===== config.mk =====
export PLATFORM = sky130hd
export DESIGN_NAME = calendar_date_step_core
export DESIGN_NICKNAME = d
export VERILOG_FILES = /design/src/hw/rtl/cds_pkg.sv /design/src/hw/rtl/cds_clamp.sv /design/src/hw/rtl/cds_leap.sv /design/src/hw/rtl/cds_step.sv /design/src/hw/rtl/calendar_date_step_core.sv
export VERILOG_INCLUDE_DIRS = /design/src /design/src/hw/rtl
export SDC_FILE = /design/constraint.sdc
export NUM_CORES = 1
export LEC_CHECK = 0
export ABC_AREA = 0
export BUFFER_PORTS_ARGS = -buffer_cell sky130_fd_sc_hd__buf_2
export CORE_MARGIN = 5
export CORE_UTILIZATION = 35
export CTS_CLUSTER_DIAMETER = 50
export DETAILED_ROUTE_END_ITERATION = 10
export SLEW_MARGIN = 5
export SYNTH_ARGS = -nofsm -noshare
export SYNTH_HDL_FRONTEND = slang
export SYNTH_SLANG_ARGS = --single-unit

===== constraint.sdc =====
create_clock -name clk -period 5.3 [get_ports clk]
set_input_delay 0.53 -clock clk [delete_from_list [all_inputs] [get_ports clk]]
set_output_delay 0.53 -clock clk [all_outputs]
set_load 0.01 [all_outputs]

===== src/hw/rtl/calendar_date_step_core_assert.svh =====
// Assertion macros for the calendar date step core.
// Needs clk and rst_n in the scope where a macro is used.
`ifndef CALENDAR_DATE_STEP_CORE_ASSERT_SVH
`define CALENDAR_DATE_STEP_CORE_ASSERT_SVH

// Same-cycle implication, disabled while in reset.
`define CDS_ASSERT_IMPL(lbl, ante, cons) \
  lbl: assert property (@(posedge clk) disable iff (!rst_n) (ante) |-> (cons)) \
    else $error("calendar_date_step_core: assertion failed");

// Next-cycle implication, disabled while in reset.
`define CDS_ASSERT_NEXT(lbl, ante, cons) \
  lbl: assert property (@(posedge clk) disable iff (!rst_n) (ante) |=> (cons)) \
    else $error("calendar_date_step_core: assertion failed");

`endif


===== src/hw/rtl/cds_pkg.sv =====
// Shared types, constants and helpers for the calendar date step core.
// No dependencies.
`default_nettype none

package cds_pkg;

  localparam int DAY_W   = 5;
  localparam int MONTH_W = 4;
  localparam int YEAR_W  = 14;
  localparam int QUOT_W  = 9;   // year / 25 stays below 400
  localparam int PROD_W  = 27;  // 14-bit year times 13-bit reciprocal

  // opcodes
  localparam logic OPC_ADD = 1'b0;
  localparam logic OPC_SUB = 1'b1;

  localparam logic [YEAR_W-1:0]  YEAR_MAX  = 14'd9999;
  localparam logic [YEAR_W-1:0]  YEAR_MIN  = 14'd0;
  localparam logic [MONTH_W-1:0] MONTH_JAN = 4'd0;
  localparam logic [MONTH_W-1:0] MONTH_FEB = 4'd1;
  localparam logic [MONTH_W-1:0] MONTH_APR = 4'd3;
  localparam logic [MONTH_W-1:0] MONTH_JUN = 4'd5;
  localparam logic [MONTH_W-1:0] MONTH_SEP = 4'd8;
  localparam logic [MONTH_W-1:0] MONTH_NOV = 4'd10;
  localparam logic [MONTH_W-1:0] MONTH_DEC = 4'd11;
  localparam logic [DAY_W-1:0]   DAY_FIRST = 5'd1;
  localparam logic [DAY_W-1:0]   LEN_LONG  = 5'd31;
  localparam logic [DAY_W-1:0]   LEN_SHORT = 5'd30;
  localparam logic [DAY_W-1:0]   LEN_FEB   = 5'd28;
  localparam logic [DAY_W-1:0]   LEN_FEB_L = 5'd29;

  // floor(y/25) = (y * 5243) >> 17, exact for y <= 9999
  localparam logic [12:0] RECIP_25    = 13'd5243;
  localparam int          RECIP_SHIFT = 17;
  localparam logic [4:0]  DIV_25      = 5'd25;

  typedef struct packed {
    logic               op;
    logic [DAY_W-1:0]   day;
    logic [MONTH_W-1:0] month;
    logic [YEAR_W-1:0]  year;
    logic [QUOT_W-1:0]  quot;
  } clamp_t;

  typedef struct packed {
    logic               op;
    logic [DAY_W-1:0]   day;
    logic [MONTH_W-1:0] month;
    logic [YEAR_W-1:0]  year;
    logic [DAY_W-1:0]   len;
    logic [DAY_W-1:0]   prev_len;
  } len_t;

  typedef struct packed {
    logic [DAY_W-1:0]   new_day;
    logic [MONTH_W-1:0] new_month;
    logic [YEAR_W-1:0]  new_year;
    logic               year_wrapped;
  } result_t;

  function automatic logic [DAY_W-1:0] month_len(input logic [MONTH_W-1:0] m,
                                                 input logic leap);
    logic [DAY_W-1:0] len;
    case (m)
      MONTH_FEB: len = leap ? LEN_FEB_L : LEN_FEB;
      MONTH_APR,
      MONTH_JUN,
      MONTH_SEP,
      MONTH_NOV: len = LEN_SHORT;
      default:   len = LEN_LONG;
    endcase
    return len;
  endfunction

endpackage

`default_nettype wire


===== src/hw/rtl/cds_clamp.sv =====
// Stage 1: clamps month and year, forms year / 25 by reciprocal multiply.
// Depends on cds_pkg.
`default_nettype none

module cds_clamp
  import cds_pkg::*;
(
  input  wire logic               clk,
  input  wire logic               rst_n,
  input  wire logic               adv,
  input  wire logic               vld_in,
  input  wire logic               op,
  input  wire logic [DAY_W-1:0]   day,
  input  wire logic [MONTH_W-1:0] month,
  input  wire logic [YEAR_W-1:0]  year,
  output logic                    vld_r,
  output clamp_t                  data_r
);

  logic [YEAR_W-1:0]  year_c;
  logic [MONTH_W-1:0] month_c;
  logic [PROD_W-1:0]  prod;
  clamp_t             data_nxt;

  always_comb begin
    year_c   = (year > YEAR_MAX) ? YEAR_MAX : year;
    month_c  = (month > MONTH_DEC) ? MONTH_DEC : month;
    prod     = PROD_W'(year_c) * PROD_W'(RECIP_25);
    data_nxt = '{op: op, day: day, month: month_c, year: year_c,
                 quot: prod[RECIP_SHIFT +: QUOT_W]};
  end

  always_ff @(posedge clk) begin
    if (!rst_n) begin
      vld_r <= 1'b0;
    end else if (adv) begin
      vld_r <= vld_in;
    end
  end

  always_ff @(posedge clk) begin
    if (adv && vld_in) begin
      data_r <= data_nxt;
    end
  end

endmodule

`default_nettype wire


===== src/hw/rtl/cds_leap.sv =====
// Stage 2: leap test from the year / 25 quotient, month lengths.
// Depends on cds_pkg.
`default_nettype none

module cds_leap
  import cds_pkg::*;
(
  input  wire logic   clk,
  input  wire logic   rst_n,
  input  wire logic   adv,
  input  wire logic   vld_in,
  input  wire clamp_t data_in,
  output logic        vld_r,
  output len_t        data_r
);

  logic [YEAR_W-1:0]  back;
  logic               div25;
  logic               leap;
  logic [MONTH_W-1:0] prev_m;
  len_t               data_nxt;

  always_comb begin
    back  = YEAR_W'(data_in.quot) * YEAR_W'(DIV_25);
    div25 = (back == data_in.year);
    // div by 100 = div by 4 and 25; div by 400 = div by 16 and 25
    leap  = (data_in.year[1:0] == 2'b00) && (!div25 || (data_in.year[3:0] == 4'h0));
    prev_m = (data_in.month == MONTH_JAN) ? MONTH_DEC : data_in.month - 4'd1;
    data_nxt = '{op: data_in.op, day: data_in.day, month: data_in.month,
                 year: data_in.year, len: month_len(data_in.month, leap),
                 prev_len: month_len(prev_m, leap)};
  end

  always_ff @(posedge clk) begin
    if (!rst_n) begin
      vld_r <= 1'b0;
    end else if (adv) begin
      vld_r <= vld_in;
    end
  end

  always_ff @(posedge clk) begin
    if (adv && vld_in) begin
      data_r <= data_nxt;
    end
  end

endmodule

`default_nettype wire


===== src/hw/rtl/cds_step.sv =====
// Stage 3: day, month and year roll for one step forward or back.
// Depends on cds_pkg.
`default_nettype none

module cds_step
  import cds_pkg::*;
(
  input  wire logic clk,
  input  wire logic rst_n,
  input  wire logic adv,
  input  wire logic vld_in,
  input  wire len_t data_in,
  output logic      vld_r,
  output result_t   data_r
);

  result_t res_nxt;
  logic [DAY_W-1:0] dec_day;

  always_comb begin
    res_nxt = '{new_day: data_in.day, new_month: data_in.month,
                new_year: data_in.year, year_wrapped: 1'b0};
    dec_day = data_in.day - 5'd1;
    if (data_in.op == OPC_ADD) begin
      if (data_in.day >= data_in.len) begin
        res_nxt.new_day = DAY_FIRST;
        if (data_in.month == MONTH_DEC) begin
          res_nxt.new_month = MONTH_JAN;
          if (data_in.year == YEAR_MAX) begin
            res_nxt.new_year     = YEAR_MIN;
            res_nxt.year_wrapped = 1'b1;
          end else begin
            res_nxt.new_year = data_in.year + 14'd1;
          end
        end else begin
          res_nxt.new_month = data_in.month + 4'd1;
        end
      end else begin
        res_nxt.new_day = data_in.day + 5'd1;
      end
    end else begin
      if (data_in.day <= DAY_FIRST) begin
        res_nxt.new_day = data_in.prev_len;
        if (data_in.month == MONTH_JAN) begin
          res_nxt.new_month = MONTH_DEC;
          if (data_in.year == YEAR_MIN) begin
            res_nxt.new_year     = YEAR_MAX;
            res_nxt.year_wrapped = 1'b1;
          end else begin
            res_nxt.new_year = data_in.year - 14'd1;
          end
        end else begin
          res_nxt.new_month = data_in.month - 4'd1;
        end
      end else begin
        // day past month length saturates to the last day
        res_nxt.new_day = (dec_day > data_in.len) ? data_in.len : dec_day;
      end
    end
  end

  always_ff @(posedge clk) begin
    if (!rst_n) begin
      vld_r <= 1'b0;
    end else if (adv) begin
      vld_r <= vld_in;
    end
  end

  always_ff @(posedge clk) begin
    if (adv && vld_in) begin
      data_r <= res_nxt;
    end
  end

endmodule

`default_nettype wire


===== src/hw/rtl/calendar_date_step_core.sv =====
// Top level of the calendar date step core: three-stage pipeline.
// Depends on cds_pkg, cds_clamp, cds_leap, cds_step and the assertion header.
//
//   channel | direction | handshake          | beat
//   in_     | input     | in_valid/in_stall  | opcode, day, month, year
//   out_    | output    | out_valid/out_stall| new_day, new_month, new_year, year_wrapped
//
// One beat in per cycle and one beat out per cycle while out_stall is
// low; an accepted beat passes through the stage registers of clamp +
// reciprocal multiply, leap test and month lengths, and day/month/year
// roll before out_valid rises.
// Reset (rst_n low, synchronous) clears the stage valid bits only.
// A stage moves on when it is empty or the stage after it moves, so
// bubbles collapse and in_stall rises only when all three stages hold a beat
// and out_stall is high.
`default_nettype none

`include "calendar_date_step_core_assert.svh"

module calendar_date_step_core
  import cds_pkg::*;
(
  input  wire logic               clk,
  input  wire logic               rst_n,
  input  wire logic               in_valid,
  output logic                    in_stall,
  input  wire logic               in_opcode,
  input  wire logic [DAY_W-1:0]   in_day,
  input  wire logic [MONTH_W-1:0] in_month,
  input  wire logic [YEAR_W-1:0]  in_year,
  output logic                    out_valid,
  input  wire logic               out_stall,
  output logic [DAY_W-1:0]        out_new_day,
  output logic [MONTH_W-1:0]      out_new_month,
  output logic [YEAR_W-1:0]       out_new_year,
  output logic                    out_year_wrapped
);

  logic    s1_vld, s2_vld, s3_vld;
  logic    s1_adv, s2_adv, s3_adv;
  clamp_t  s1_data;
  len_t    s2_data;
  result_t s3_data;

  // advance chain, from the output back to the input
  assign s3_adv   = !s3_vld || !out_stall;
  assign s2_adv   = !s2_vld || s3_adv;
  assign s1_adv   = !s1_vld || s2_adv;
  assign in_stall = !s1_adv;

  cds_clamp u_clamp (
    .clk    (clk),
    .rst_n  (rst_n),
    .adv    (s1_adv),
    .vld_in (in_valid),
    .op     (in_opcode),
    .day    (in_day),
    .month  (in_month),
    .year   (in_year),
    .vld_r  (s1_vld),
    .data_r (s1_data)
  );

  cds_leap u_leap (
    .clk     (clk),
    .rst_n   (rst_n),
    .adv     (s2_adv),
    .vld_in  (s1_vld),
    .data_in (s1_data),
    .vld_r   (s2_vld),
    .data_r  (s2_data)
  );

  cds_step u_step (
    .clk     (clk),
    .rst_n   (rst_n),
    .adv     (s3_adv),
    .vld_in  (s2_vld),
    .data_in (s2_data),
    .vld_r   (s3_vld),
    .data_r  (s3_data)
  );

  assign out_valid        = s3_vld;
  assign out_new_day      = s3_data.new_day;
  assign out_new_month    = s3_data.new_month;
  assign out_new_year     = s3_data.new_year;
  assign out_year_wrapped = s3_data.year_wrapped;

  // a free output side never backs up to the input
  `CDS_ASSERT_IMPL(a_no_stall_when_drained, !out_stall, !in_stall)

  // every result has a nonzero day, a month up to December and a year up to 9999
  `CDS_ASSERT_IMPL(a_result_in_range, out_valid,
    (out_new_day != 5'd0) && (out_new_month <= MONTH_DEC) && (out_new_year <= YEAR_MAX))

  // a wrap only ever lands on 1 January 0 or 31 December 9999
  `CDS_ASSERT_IMPL(a_wrap_lands_on_edge, out_valid && out_year_wrapped,
    ((out_new_year == YEAR_MIN) && (out_new_month == MONTH_JAN) && (out_new_day == DAY_FIRST)) ||
    ((out_new_year == YEAR_MAX) && (out_new_month == MONTH_DEC) && (out_new_day == LEN_LONG)))

endmodule

`default_nettype wire


# [After elaboration in Yosys (flattened, before gate mapping)]
# Index checks and enable logic that the tools add are counted.
[totals] reg_bits=94 input_bits=28 output_inout_bits=26 elab_cells=85
[op_classes] add_sub_neg=7 n_mul=2 order_cmp=5 n_eq_ne=13 muxes=19 reduce_logical=21
[ops] op="$mux W14" count=3
[ops] op="$mux W19" count=2
[ops] op="$mux W15" count=2
[ops] op="$mul A14 B13 Y26 const B" count=1
[ops] op="$mux W24" count=1
[ops] op="$eq A4 B4 Y1 const B" count=5
[ops] op="$pmux W5 S2" count=2
[ops] op="$mux W5" count=3
[ops] op="$add A14 B1 Y14 const B" count=1
[ops] op="$eq A14 B14 Y1" count=1
[ops] op="$eq A14 B14 Y1 const B" count=1
[ops] op="$gt A14 B14 Y1 const B" count=1
[ops] op="$logic_not A14 Y1" count=1
[ops] op="$mul A9 B5 Y14 const B" count=1
[ops] op="$sub A14 B1 Y14 const B" count=1
[ops] op="$logic_not A4 Y1" count=3
[ops] op="$mux W4" count=3
[ops] op="$eq A4 B1 Y1 const B" count=2
[ops] op="$eq A4 B2 Y1 const B" count=2
[ops] op="$eq A4 B3 Y1 const B" count=2
[ops] op="$reduce_or A4 Y1" count=2
[ops] op="$sub A4 B1 Y4 const B" count=2
[ops] op="$logic_not A1 Y1" count=6
[ops] op="$add A5 B1 Y5 const B" count=1
[ops] op="10 further kinds" count=18

# [Longest topological paths before layout]
[logic_depth] word_depth=7 depth_mapped=25 ltp_nobuf=23

# [Hierarchy]
# From an unflattened synthesis, not the netlist that was laid out.
[hier_totals] hier_cells=892 area_unflattened_um2=9187.6
[modules_own_cells] mod="cds_clamp" n_inst=1 cells_each=443 area_per_inst_um2=4702.0 seq_area_each_um2=1011.0
[modules_own_cells] mod="cds_step" n_inst=1 cells_each=293 area_per_inst_um2=2508.7 seq_area_each_um2=740.7
[modules_own_cells] mod="cds_leap" n_inst=1 cells_each=152 area_per_inst_um2=1953.1 seq_area_each_um2=860.8
[modules_own_cells] mod="calendar_date_step_core" n_inst=1 cells_each=4 area_per_inst_um2=23.8 seq_area_each_um2=0.0

# [Least setup slack after synthesis]
# No wires, ideal clock.
[synth_path] path_kind="input -> register" startpoint="input in_year[4]" endpoint="register u_clamp.data_r[7] (netlist bit) (data pin)" setup_ns=0.264 arrival_time_ns=5.409 required_time_ns=5.036 slack_ns=-0.373 cell_stages=23 path_buffers=3 cell_sequence="buf_2 -> nor4_1 -> nor2_1 -> nor3_1 -> nand2b_1 -> clkbuf_2 -> buf_2 -> nand2_1 -> ha_1 -> a21o_1 -> ha_1 -> fa_1 -> fa_1 -> inv_1 -> fa_1 -> inv_1 -> ha_1 -> nand2_1 -> nor4_1 -> o311ai_2 -> a21boi_1 -> a221oi_1 -> xnor2_1"
[synth_via] elab_chain_cells=3
[synth_lines] item="start: declaration" line_no="calendar_date_step_core.sv:30" rtl="input wire logic [YEAR_W-1:0] in_year,"
[synth_lines] item="$gt A14 B14 Y1" line_no="cds_clamp.sv:26" rtl="year_c = (year > YEAR_MAX) ? YEAR_MAX : year;"
[synth_lines] item="$mux W14 *" line_no="cds_clamp.sv:26"
[synth_lines] item="$mul A14 B13 Y26 *" line_no="cds_clamp.sv:28" rtl="prod = PROD_W'(year_c) * PROD_W'(RECIP_25);"
[synth_lines] item="net u_clamp.prod[24]" line_no="cds_clamp.sv:22" rtl="logic [PROD_W-1:0] prod;"
[synth_lines] item="end signal: assignment" line_no="cds_clamp.sv:43" rtl="data_r <= data_nxt;"
[synth_lines] item="end: declaration" line_no="cds_clamp.sv:17" rtl="output clamp_t data_r"
# Mark *: on every way through the listed nets, which the timed path passes. The rest lies on a longest branch.
# A chain may end at the register's enable or synchronous reset.

# [Worst setup path in the final report]
[layout_path] startpoint="input in_year[7]" endpoint="register u_clamp.data_r[7] (netlist bit) (data pin)"
[layout_via] elab_chain_cells=3
[layout_lines] item="$gt A14 B14 Y1" line_no="cds_clamp.sv:26"
[layout_lines] item="$mux W14" line_no="cds_clamp.sv:26"
[layout_lines] item="net u_clamp.year_c[10]" line_no="cds_clamp.sv:20" rtl="logic [YEAR_W-1:0] year_c;"
[layout_lines] item="$mul A14 B13 Y26" line_no="cds_clamp.sv:28"
[layout_lines] item="net u_clamp.prod[24]" line_no="cds_clamp.sv:22"
# The timed path passes the listed nets, and every way through them passes these cells.

==> metrics.md <==
| Metric | Value |
|---|---|
| Post-Place Setup Slack | `-0.337 ns` |
| CP top delay family | `adder cells` |
| FF-to-FF Start | `u_clamp.data_r[3]$_DFFE_PP_` |
| Area contributors post-synth | `edfxtp_1 29%, ha_1 19%, fa_1 13%` |
| Slowest cell delay on critical path | `0.54 ns` |
| Fmax | `just under 0.2 GHz` |
| Core Footprint | `around 0.025 mm²` |
| Post-DR wirelength/cell | `approximately 15 µm` |
| Post-synth top area share | `0.288` |
| Post-route minimum period | `roughly 5.1 ns` |
| WP data required | `around 5.4 ns` |
| GR peak layer | `met2` |
| Antenna fix cells | `0` |
| Top FF cell, synth | `edfxtp_1` |
| Hold Buf Count CTS | `0` |
| LEAKAGE | `0.00469 µW` |
| Maximum fanout along the worst path | `6` |
| Worst slew margin | `0.343` |
| DRT iter0 DRCs | `about 280` |
| Skew final | `between 0.008 and 0.009 ns` |
| Seq/Total Area, Yosys | `0.295` |
| Reg2Reg Depth | `12` |
| 1st-pass router iterations | `5` |
| Die area | `about 0.029 mm²` |
| Tot GR Track Use | `0.138` |
| Worst slew pin tran | `0.978 ns` |
| Synthesized area per cell | `between 10 and 15 µm²` |
| Final nets | `around 1.2k` |
| Global placer's final weighted congestion | `roughly 0.84` |
| CTS root buf | `clkbuf_16` |
| Non-filler cells, final | `~1.3k` |
| Rows | `58` |
| Dominant cell type by area after synthesis | `edfxtp_1` |
| Status | `completed` |
| CTS Buf Count | `9` |
| Crit path buf inv count | `4` |
| Clock buffer depth | `2` |
| ANT nets after route | `0` |
| Vias in the first global route | `approximately 6.6k` |
| Hold Vio Cnt, Final | `0` |
| GR Layer Usage met2 | `0.248` |
| Vias | `approximately 6.5k` |
| First-pass GRT wire length | `between 30,000 and 40,000 µm` |
| GR Util met3 | `0.0152` |
| Met1 Resource Use GR | `0.180` |
| Crit. path cell count | `21` |
| Async SR Flop Fraction | `0` |
| Placed instance area | `0.0102 mm²` |
| Initial antenna violation count | `0` |
| Post-synth cell types | `around 70` |
| CP Cell Sequence | `buf_6, nor4_4, nor2_1, nor3_2, nand2b_4, nand2b_4, fa_1, ha_1, inv_2, fa_2, inv_2, fa_1, fa_2, ha_4, nand2_4, o41ai_4, a21oi_2, buf_4, a21boi_4, a221oi_2, xnor2_1` |
| VDD IR max | `approximately 0.36 mV` |
| Clock transition at path regs | `0.06 ns` |
| IO buf count | `53` |
| Layout cell share with drive strength beyond 1 | `0.234` |
| Worst Hold Depth | `1` |
| Worst path slowest cell | `fa_1` |
| Hold Path Class | `in -> reg` |
| Drt drc | `0` |
| Startpoint Class | `primary input` |
| Ys Warns | `0` |
| Crit path kind | `in -> reg` |
| Post-synth net total | `about 1.1k` |
| Final setup margin | `~0.18 ns` |
| Largest net degree at the start of global routing | `34` |
| Top post-synthesis cells by count | `133 x ha_1, 105 x inv_1, 85 x edfxtp_1` |
| Grt total ovfl | `0` |
| CTS H-tree lvls | `3` |
| Worst-Skew Late Latency | `0.33 ns` |
| Syn Inst Count | `roughly 870` |
| Post-Route WL | `19,300 µm` |
| Die width | `around 170 µm` |
| Final setup violation count | `0` |
| CTS sink cnt | `between 80 and 90` |
| Final period utilization | `0.967` |
| P&R area growth vs syn | `20.5%` |
| RSZ-0062 raised after global routing | `yes` |
| Crit end category | `flop` |
| Tot Pwr | `6260 µW` |
| #FFs+latches synth | `88` |
| PD cells | `~590 mW/mm²` |
| Mapped Area | `approximately 0.0089 mm²` |
| Post-synth EDFFs | `85` |
| Critical Path AT | `around 5.2 ns` |
| Max-slew violations | `0` |
| # IOs | `54` |
| Most common cell in the netlist | `ha_1` |
| Vias per cell | `4.93` |
| CTS tree | `built` |
| Hold Crit Start | `in_day[2]` |
| Final instance area | `0.0107 mm²` |
| DPL Wire Length | `around 16,000 µm` |
| DP Cell Count | `roughly 1.3k` |
| Sum Neg Setup Slack | `0 ns` |
| Starting Density | `0.354` |
| Worst setup startpoint | `in_year[7]` |
| Max Cap Violations | `0` |
| Die H | `169 µm` |
[layer usage]
metal	up-vias	wire (µm)	share of wire
met3	18	627	0.032
li1	3309	-	-
met5	-	0	0
met2	124	9730	0.50
met4	0	240	0.012
met1	3063	8700	0.45
[logic make-up (layout without fill, tap and decap cells)]
| logic type | after synthesis | count (layout) | share of synthesized area |
|---|---|---|---|
| AOI/OAI and AO/OA | 155 | 155 | 0.112 |
| muxes | 7 | 7 | 0.00791 |
| and+or+nand+nor | 234 | 234 | 0.144 |
| xor gates and xnor gates | 60 | 60 | 0.0610 |
| buffers and inverters | 132 | 256 | 0.0606 |
| adders and majority gates | 191 | 191 | 0.319 |
| DFF | 88 | 88 | 0.295 |
[repair_timing]
action,CTS,global route
endpoints found under the setup margin,0,9
gates resized for setup,0,27
setup buffers,0,5
[final cells by class]
| cell class | instances | area, µm² |
|---|---|---|
| tap | 330 | 413 |
| sequential | 88 | 2610 |
| timing repair buffer | 135 | 906 |
| clock inverter | 5 | 33.8 |
| inverter | 105 | 394 |
| fill | 2447 | 14400 |
| clock buffer | 11 | 243 |
| multi-input combinational | 647 | 6070 |
[worst register-to-register path, cell delays in order, from the launching register on]
cell,delay (ns)
edfxtp_1,0.46
ha_1,0.32
ha_1,0.28
inv_1,0.05
fa_1,0.49
inv_1,0.04
ha_1,0.35
xnor2_1,0.16
xnor2_1,0.12
nor4_1,0.36
nand4_1,0.16
nor4_1,0.42
a31oi_1,0.14
[metrics by stage]
| stage | util | hold WS (ns) |
|---|---|---|
| global placement | 0.409 | 0.402 |
| detailed placement | 0.409 | 0.405 |
| floorplan | - | 0.400 |
| finish | 0.426 | 0.369 |
| global route | 0.426 | 0.357 |
| CTS | 0.420 | 0.353 |
[sequential cells by signal, summed over array words and instances, names as in the netlist]
signal and count:
u_clamp.data_r 33, u_clamp.vld_r 1, u_leap.data_r 28, u_leap.vld_r 1
u_step.data_r 24, u_step.vld_r 1
[report_power, final]
group	internal [µW]	total, µW	switching [µW]
registers	882	956	73.9
logic	2280	4720	2450
clock network	330	585	256
[path summary, 6_finish.rpt]
path	end	slack, ns
setup reg to reg	u_leap.data_r[0]$_DFFE_PP_	1.68
hold / removal	u_clamp.data_r[29]$_DFFE_PP_	0.37
setup / recovery	u_clamp.data_r[7]$_DFFE_PP_	0.18
hold reg to reg	u_leap.data_r[29]$_DFFE_PP_	0.41
[placed cells by master, fill, tap and decap left out, types with 9 or more instances in the layout]
| cell type | Yosys | layout |
|---|---|---|
| clkbuf_16 | 0 | 9 |
| nor4_1 | 15 | 13 |
| nor2_1 | 45 | 44 |
| ha_1 | 133 | 117 |
| edfxtp_1 | 85 | 85 |
| a21o_1 | 13 | 13 |
| fa_1 | 58 | 54 |
| and2_1 | 13 | 10 |
| nand3_1 | 18 | 18 |
| buf_2 | 8 | 51 |
| a21oi_1 | 48 | 41 |
| xnor2_1 | 43 | 43 |
| a31oi_1 | 10 | 10 |
| nor3_1 | 10 | 9 |
| buf_4 | 2 | 81 |
| o21ai_0 | 29 | 28 |
| inv_1 | 105 | 96 |
| o22ai_1 | 9 | 9 |
| nand2_1 | 59 | 52 |
| ha_4 | 0 | 11 |
| and3_1 | 12 | 12 |
| xor2_1 | 16 | 16 |
| inv_2 | 0 | 9 |
No activity file was read; power rests on OpenSTA's default activity.
